--- src/hdl/assert_macros.svh ---
// assertion macros included by the core rtl
`ifndef ASSERT_MACROS_SVH
`define ASSERT_MACROS_SVH

// condition holds at every clock edge out of reset
`define ASSERT_ALWAYS(lbl, cond, msg) \
  lbl: assert property (@(posedge clk) disable iff (!rst_n) (cond)) else $error(msg);

// condition at one edge implies a consequence at the next
`define ASSERT_NEXT(lbl, pre, post, msg) \
  lbl: assert property (@(posedge clk) disable iff (!rst_n) (pre) |=> (post)) else $error(msg);

`endif

--- src/hdl/dawc_pkg.sv ---
`timescale 1ns / 1ps
// ----------------------------------------------------------------------------
// dawc_pkg
// Types, codes and helpers for the automaton word counter.
// ----------------------------------------------------------------------------
package dawc_pkg;

  localparam int NS = 256;
  localparam int SW = 8;
  localparam int CW = 9;
  localparam int VW = 30;
  localparam logic [VW-1:0] WORD_MOD = 30'd1000000007;

  localparam logic [1:0] OP_EDGE    = 2'd0;
  localparam logic [1:0] OP_ACCEPT  = 2'd1;
  localparam logic [1:0] OP_COMPUTE = 2'd2;

  localparam logic [4:0] CMD_NONE        = 5'd0;
  localparam logic [4:0] CMD_LOAD        = 5'd1;
  localparam logic [4:0] CMD_M_INIT      = 5'd2;
  localparam logic [4:0] CMD_EDGE_RD_EI  = 5'd3;
  localparam logic [4:0] CMD_M_CHECK     = 5'd4;
  localparam logic [4:0] CMD_M_RESTART   = 5'd5;
  localparam logic [4:0] CMD_D_INIT      = 5'd6;
  localparam logic [4:0] CMD_EDGE_RD_TOP = 5'd7;
  localparam logic [4:0] CMD_D_CHECK     = 5'd8;
  localparam logic [4:0] CMD_D_POP       = 5'd9;
  localparam logic [4:0] CMD_D_RESTORE   = 5'd10;
  localparam logic [4:0] CMD_C_INIT      = 5'd11;
  localparam logic [4:0] CMD_C_LOADV     = 5'd12;
  localparam logic [4:0] CMD_C_READV     = 5'd13;
  localparam logic [4:0] CMD_C_ACC0      = 5'd14;
  localparam logic [4:0] CMD_C_CHECKE    = 5'd15;
  localparam logic [4:0] CMD_C_ADD       = 5'd16;
  localparam logic [4:0] CMD_C_STORE     = 5'd17;
  localparam logic [4:0] CMD_S_INIT      = 5'd18;
  localparam logic [4:0] CMD_S_READ      = 5'd19;
  localparam logic [4:0] CMD_S_ADD       = 5'd20;
  localparam logic [4:0] CMD_FINISH      = 5'd21;

  typedef struct packed {
    logic [4:0] code;
  } dawc_cmd_t;

  typedef struct packed {
    logic ei_left;
    logic ti_left;
    logic changed;
    logic cycle;
    logic last_frame;
    logic k_zero;
    logic c_match;
    logic s_left;
  } dawc_status_t;

  function automatic logic [VW-1:0] mod_add(input logic [VW-1:0] x, input logic [VW-1:0] y);
    logic [VW:0] sum;
    sum = {1'b0, x} + {1'b0, y};
    if (sum >= {1'b0, WORD_MOD}) begin
      sum = sum - {1'b0, WORD_MOD};
    end
    return sum[VW-1:0];
  endfunction

endpackage

--- src/hdl/dawc_ctrl.sv ---
`timescale 1ns / 1ps
// ----------------------------------------------------------------------------
// dawc_ctrl
// Sequencer: load handshake, marking, walk; counting and summing if no loop found.
// ----------------------------------------------------------------------------
module dawc_ctrl import dawc_pkg::*; (
  input  logic         clk,
  input  logic         rst_n,
  input  logic         in_valid,
  output logic         in_ready,
  input  logic [1:0]   in_op,
  output logic         out_valid,
  input  logic         out_ready,
  input  dawc_status_t st,
  output dawc_cmd_t    cmd
);

  localparam logic [4:0] S_IDLE   = 5'd0;
  localparam logic [4:0] S_MINIT  = 5'd1;
  localparam logic [4:0] S_MSCAN  = 5'd2;
  localparam logic [4:0] S_MCHK   = 5'd3;
  localparam logic [4:0] S_DINIT  = 5'd4;
  localparam logic [4:0] S_DSCAN  = 5'd5;
  localparam logic [4:0] S_DCHK   = 5'd6;
  localparam logic [4:0] S_DPOP   = 5'd7;
  localparam logic [4:0] S_DREST  = 5'd8;
  localparam logic [4:0] S_CINIT  = 5'd9;
  localparam logic [4:0] S_CTEST  = 5'd10;
  localparam logic [4:0] S_CRDV   = 5'd11;
  localparam logic [4:0] S_CACC   = 5'd12;
  localparam logic [4:0] S_CSCAN  = 5'd13;
  localparam logic [4:0] S_CCHK   = 5'd14;
  localparam logic [4:0] S_CADD   = 5'd15;
  localparam logic [4:0] S_CSTORE = 5'd16;
  localparam logic [4:0] S_SINIT  = 5'd17;
  localparam logic [4:0] S_SSCAN  = 5'd18;
  localparam logic [4:0] S_SADD   = 5'd19;
  localparam logic [4:0] S_FIN    = 5'd20;

  logic [4:0] state_r, state_nxt;
  logic       out_valid_r, out_valid_nxt;

  assign in_ready  = (state_r == S_IDLE);
  assign out_valid = out_valid_r;

  always_comb begin
    state_nxt     = state_r;
    cmd.code      = CMD_NONE;
    out_valid_nxt = out_valid_r && !out_ready;
    case (state_r)
      S_IDLE: begin
        if (in_valid) begin
          if (in_op == OP_COMPUTE) begin
            state_nxt = S_MINIT;
          end else begin
            cmd.code = CMD_LOAD;
          end
        end
      end
      S_MINIT: begin
        cmd.code  = CMD_M_INIT;
        state_nxt = S_MSCAN;
      end
      S_MSCAN: begin
        if (st.ei_left) begin
          cmd.code  = CMD_EDGE_RD_EI;
          state_nxt = S_MCHK;
        end else if (st.changed) begin
          cmd.code = CMD_M_RESTART;
        end else begin
          state_nxt = S_DINIT;
        end
      end
      S_MCHK: begin
        cmd.code  = CMD_M_CHECK;
        state_nxt = S_MSCAN;
      end
      S_DINIT: begin
        cmd.code  = CMD_D_INIT;
        state_nxt = S_DSCAN;
      end
      S_DSCAN: begin
        if (st.ti_left) begin
          cmd.code  = CMD_EDGE_RD_TOP;
          state_nxt = S_DCHK;
        end else begin
          state_nxt = S_DPOP;
        end
      end
      S_DCHK: begin
        cmd.code  = CMD_D_CHECK;
        state_nxt = st.cycle ? S_FIN : S_DSCAN;
      end
      S_DPOP: begin
        cmd.code  = CMD_D_POP;
        state_nxt = st.last_frame ? S_CINIT : S_DREST;
      end
      S_DREST: begin
        cmd.code  = CMD_D_RESTORE;
        state_nxt = S_DSCAN;
      end
      S_CINIT: begin
        cmd.code  = CMD_C_INIT;
        state_nxt = S_CTEST;
      end
      S_CTEST: begin
        if (st.k_zero) begin
          state_nxt = S_SINIT;
        end else begin
          cmd.code  = CMD_C_LOADV;
          state_nxt = S_CRDV;
        end
      end
      S_CRDV: begin
        cmd.code  = CMD_C_READV;
        state_nxt = S_CACC;
      end
      S_CACC: begin
        cmd.code  = CMD_C_ACC0;
        state_nxt = S_CSCAN;
      end
      S_CSCAN: begin
        if (st.ei_left) begin
          cmd.code  = CMD_EDGE_RD_EI;
          state_nxt = S_CCHK;
        end else begin
          state_nxt = S_CSTORE;
        end
      end
      S_CCHK: begin
        cmd.code  = CMD_C_CHECKE;
        state_nxt = st.c_match ? S_CADD : S_CSCAN;
      end
      S_CADD: begin
        cmd.code  = CMD_C_ADD;
        state_nxt = S_CSCAN;
      end
      S_CSTORE: begin
        cmd.code  = CMD_C_STORE;
        state_nxt = S_CTEST;
      end
      S_SINIT: begin
        cmd.code  = CMD_S_INIT;
        state_nxt = S_SSCAN;
      end
      S_SSCAN: begin
        if (st.s_left) begin
          cmd.code  = CMD_S_READ;
          state_nxt = S_SADD;
        end else begin
          state_nxt = S_FIN;
        end
      end
      S_SADD: begin
        cmd.code  = CMD_S_ADD;
        state_nxt = S_SSCAN;
      end
      S_FIN: begin
        if (!out_valid_r || out_ready) begin
          cmd.code      = CMD_FINISH;
          out_valid_nxt = 1'b1;
          state_nxt     = S_IDLE;
        end
      end
      default: begin
        state_nxt = S_IDLE;
      end
    endcase
  end

  always_ff @(posedge clk) begin
    if (!rst_n) begin
      state_r     <= S_IDLE;
      out_valid_r <= 1'b0;
    end else begin
      state_r     <= state_nxt;
      out_valid_r <= out_valid_nxt;
    end
  end

endmodule

--- config.mk ---
export PLATFORM = sky130hd
export DESIGN_NAME = dawc_ctrl
export DESIGN_NICKNAME = d
export VERILOG_FILES = /design/src/hdl/assert_macros.svh /design/src/hdl/dawc_pkg.sv /design/src/hdl/dawc_ctrl.sv
export SDC_FILE = /design/constraint.sdc
export NUM_CORES = 1
export LEC_CHECK = 0
export BUFFER_PORTS_ARGS = -buffer_cell sky130_fd_sc_hd__buf_4
export CORE_ASPECT_RATIO = 1.25
export CORE_MARGIN = 3
export CORE_UTILIZATION = 35
export CTS_CLUSTER_DIAMETER = 200
export DETAILED_ROUTE_END_ITERATION = 12
export GPL_TIMING_DRIVEN = 1
export PLACE_DENSITY = 0.62
export SETUP_SLACK_MARGIN = 0.05
export SLEW_MARGIN = 20
export SYNTH_ARGS = -nofsm -noshare
export SYNTH_HDL_FRONTEND = slang
export SYNTH_SLANG_ARGS = --single-unit
--- constraint.sdc ---
create_clock -name clk -period 1.7 [get_ports clk]
set_clock_uncertainty 0.05 [all_clocks]
set_input_delay 0.255 -clock clk [delete_from_list [all_inputs] [get_ports clk]]
set_output_delay 0.255 -clock clk [all_outputs]
set_load 0.03 [all_outputs]
After elaboration in Yosys (flattened, before gate mapping)
Index checks and enable logic that the tools add are counted.

Flip-flop bits (word level): 6. Latch bits: 0. Memory bits (writable): 0. ROM bits: 0. Input bits: 14. Output and inout port bits: 7. Logic and storage cells: 63. Memories: 0.

Add/subtract/negate cells: 0. Multipliers: 0. Divide/modulo/power cells: 0. Magnitude comparators: 0. Eq/ne operators: 25. Shift-type cells: 0. Multiplexer cells: 25. Bitwise gates (word level): 0. Reduce and logical (&&, ||, !) cells: 11.

Operators by type and width (number): 5-bit one-hot mux with 21 select lines (1); 5-bit one-hot mux with 16 select lines (1); 5-bit 2-to-1 mux (10); 5-bit by 4-bit == test with 1-bit output (second input constant) (8); 5-bit == test (second input constant) (5); 5-bit by 3-bit == test with 1-bit output (second input constant) (4); 3-bit 2-to-1 mux (4); 5-bit by 2-bit == test with 1-bit output (second input constant) (2); 2-bit OR reduction (5); 1-bit 2-to-1 mux (6); 5-bit by 1-bit == test with 1-bit output (second input constant) (1); 5-bit logical NOT (1); 2-bit 2-to-1 mux (2); 4-bit 2-to-1 mux (1); 2-bit != test (second input constant) (2); 4-bit AND reduction (1); 3-bit != test (second input constant) (1); 2-bit == test (second input constant) (1); 1-bit logical NOT (2); 2-bit by 1-bit != test with 1-bit output (second input constant) (1); 1-bit logical AND (1); 1-bit logical OR (1).

Longest topological paths before layout
Depth in word-level cells: 4. Mapped depth: 7. Gate-level depth less buffers: 5.

Worst setup path before layout
OpenSTA, ideal clock, no wires.

Path type: reg2out. From: reg state_r[0]. To: out cmd[2] (netlist bit). Data arrival time: 1.701 ns. Data required time: 1.395 ns. Setup slack: -0.306 ns. Cell stages (with the launch flop): 7. Buffers on the path: 1. Path through: dfxtp_1 buf_4 nor2_1 nand3_1 a21oi_1 a31oi_1 o21ai_0.

RTL lines: from (decl) (line dawc_ctrl.sv:40) `logic [4:0] state_r, state_nxt;`; from (signal assigned) (line dawc_ctrl.sv:176) `state_r <= state_nxt;`; to (decl) (line dawc_ctrl.sv:15) `output dawc_cmd_t cmd`.

==> results.json <==
{
  "dpl.hpwl_um": 2474,
  "vias_per_cell": 5.901,
  "synth_area_um2": 792.0,
  "grt_pass1_wl_um": 5692,
  "netlist.area_leader.share_pct": 15.17,
  "fmax_ghz": 0.4734,
  "p_sw_w": 0.0007839,
  "die_y_um": 59.19,
  "syn_nets": 134,
  "ys_seq_area_share_pct": 15.17,
  "cts.htree.levels": 1,
  "vias": 1251,
  "drv_cap": 0,
  "grt_max_degree": 11,
  "start_kind": "flop",
  "place_inst": 203,
  "die-area_um2": 2873,
  "stdcell_count": 212,
  "grtUsageTotal_pct": 26.47,
  "std_cell_rows": 18,
  "setup_viol": 6,
  "synth_mux_area_share_pct": 2.686,
  "switching_share_pct": 44.29,
  "wire_per_inst_um": 17.37,
  "hold_buffers": 0,
  "rsz0062_at_grt": "yes",
  "synth_top_family_by_area": "compound AO/OA/AOI/OAI gates",
  "diodes": 0,
  "coreArea_um2": 2072,
  "layout_commonest_cell": "buf_4",
  "port_buffers": 20,
  "die_w_um": 48.55,
  "fillers": 161,
  "status": "finished, violations left",
  "drive_gt1_share_pct": 57.69,
  "numClockSinks": 6,
  "fin_nets": 198,
  "most-common-layout-cells": "buf_4 (49), buf_6 (20), o21ai_0 (11), nand2_1 (8), o21ai_1 (6)",
  "synth_ff_type": "dfxtp_1",
  "synth-compound-area-share_pct": 39.18,
  "start_util_pct": 38.22,
  "critPathCaptureType": "primary output",
  "synth-simple-area-share_pct": 32.86,
  "power.share.combinational_pct": 79.3,
  "insertion_delay_ns": 0.27,
  "synth_area_leader_cell": "dfxtp_1",
  "drc_errors": 0,
  "gp_congestion": 0.9138,
  "clock-root-buffer": "clkbuf_4",
  "violations": "negative setup slack",
  "finalCritPeriodShare_pct": 124.3,
  "final_area_um2": 1528,
  "ant_nets": 0,
  "wirelength_um": 3682,
  "synth-edff-count": 0,
  "required_ns": 1.39,
  "leakage_nw": 0.6419,
  "vdd_drop_max_uv": 790.8,
  "timing_worst_setup_path_type": "reg -> out",
  "slew_headroom_pct": 79.26,
  "clock_path_buffers": 2,
  "finalPower_w": 0.001770,
  "antenna_found_initial": 0,
  "cts_made_buffers": 3,
  "first_pass_iters": 4,
  "io-pin-count": 21,
  "slew_violations": 0,
  "tightest_slew_ns": 0.3110,
  "crit_fanout": 3,
  "power_density_nw_per_um2": 1158,
  "synthCells": 120,
  "first_global_vias": 1217,
  "first_iter_violations": 95,
  "fin_crit_ns": 2.112,
  "pwr-share-seq_pct": 11.9,
  "areaGrowthSynthToFinish_pct": 92.89,
  "synth_area_leaders": "dfxtp_1 (15%), o21ai_0 (11%), a21oi_1 (5.1%), nand2_1 (4.7%), nand2b_1 (4.7%)",
  "power_frac_clock_pct": 8.8,
  "yosysUniqueCellTypes": 42,
  "finalHoldViolCount": 0,
  "intPower_w": 0.0009859,
  "ys_ff_latch": 6,
  "synth-xor-area-share_pct": 0,
  "cts_tree": "done",
  "grt_overflow": 0,
  "hold_path_class": "in -> reg",
  "synthAdderAreaFrac_pct": 0,
  "place_area_um2": 1251,
  "synth.avg_cell_area_um2": 6.600,
  "yosys_warnings": 0,
  "worst_slack_ns": -0.4123,
  "path_clk_slew_ns": 0.06,
  "final_util_pct": 73.73,
  "synthArstFlopShare_pct": 0,
  "crit_arrival_ns": 1.81
}
-- flip-flops by register name (all words and copies together), names as in the netlist --
name	flops
out_valid	1
state_r	5
-- layer usage --
metal  vias up  share of wire (%)  GRT usage, %
met5         -                  0             0
met4         0                4.0         10.98
met2        66                 50         50.20
li1        578                  -             -
met3        20                7.0         3.275
met1       587                 39         30.12
-- synthesized netlist by cell type, types with 2 or more instances --
cell type  number
o31ai_1         3
nand2b_1        6
o21ai_1         2
nand2_1        10
o21a_1          2
clkbuf_1        5
a21oi_1         8
nor2b_1         5
or3_1           2
dfxtp_1         6
a31oi_1         5
nand4_1         4
inv_1           4
buf_6           2
buf_4           2
nor2_1          5
and3_1          2
o21ai_0        17
nor3_1          2
o22ai_1         2
nand3_1         5
-- per-stage QoR --
stage | hold slack (ns) | TNS, ns | worst slack (ns)
floorplan | 0.3196 | -0.2102 | -0.08276
global placement | 0.4647 | -0.2589 | -0.1522
detailed placement | 0.4670 | -0.4351 | -0.1818
CTS | 0.1846 | -1.090 | -0.3891
global route | 0.2047 | -1.449 | -0.4553
finish | 0.1984 | -1.164 | -0.4123
-- logic make-up (layout without fill, tap and decap cells) --
family	count (synthesis)	after routing
and+or+nand+nor	47	47
buffers and inverters	15	77
AOI/OAI and AO/OA	50	50
DFF	6	6
muxes	2	2
-- layout make-up --
class / instances / area (um2) / share of cell area [%]
tap: 30 / 37.54 / 2.457
timing repair buffer: 69 / 593.1 / 38.82
clock buffer: 3 / 22.52 / 1.474
multi-input combinational: 99 / 728.2 / 47.67
inverter: 5 / 18.77 / 1.228
sequential: 6 / 127.6 / 8.354
-- worst max-delay path, stage by stage (launching register included) --
cell	delay [ns]
dfxtp_2	0.35
mux2_2	0.33
nand3_1	0.10
o21ai_0	0.09
or4_4	0.52
buf_6	0.15
-- power groups by stage --
stage	registers [W]	logic (W)	clock network (W)
after detailed placement	0.000193	0.00109	0
after CTS	0.000204	0.00129	0.000161
after floorplan	0.000188	0.000622	0
final	0.000211	0.00140	0.000156
after global placement	0.000190	0.00108	0
after global routing	0.000214	0.00148	0.000163
-- worst paths after layout --
| check | start | end | slack, ns | cells after the start |
|---|---|---|---|---|
| worst max-delay path | state_r[4] | cmd[0] | -0.41 | 5 |
| worst min-delay path | rst_n | state_r[3] | 0.20 | 2 |
| worst max register to register | state_r[2] | state_r[2] | -0.10 | 6 |
| worst min register to register | out_valid | out_valid | 0.64 | 2 |
-- timing repair --
action / in CTS / in global routing
buffers inserted: 5 / 1
pin swaps: 11 / 7
gates resized for setup: 37 / 21
setup endpoints to repair: 7 / 7
(Power assumes the default switching activity.)
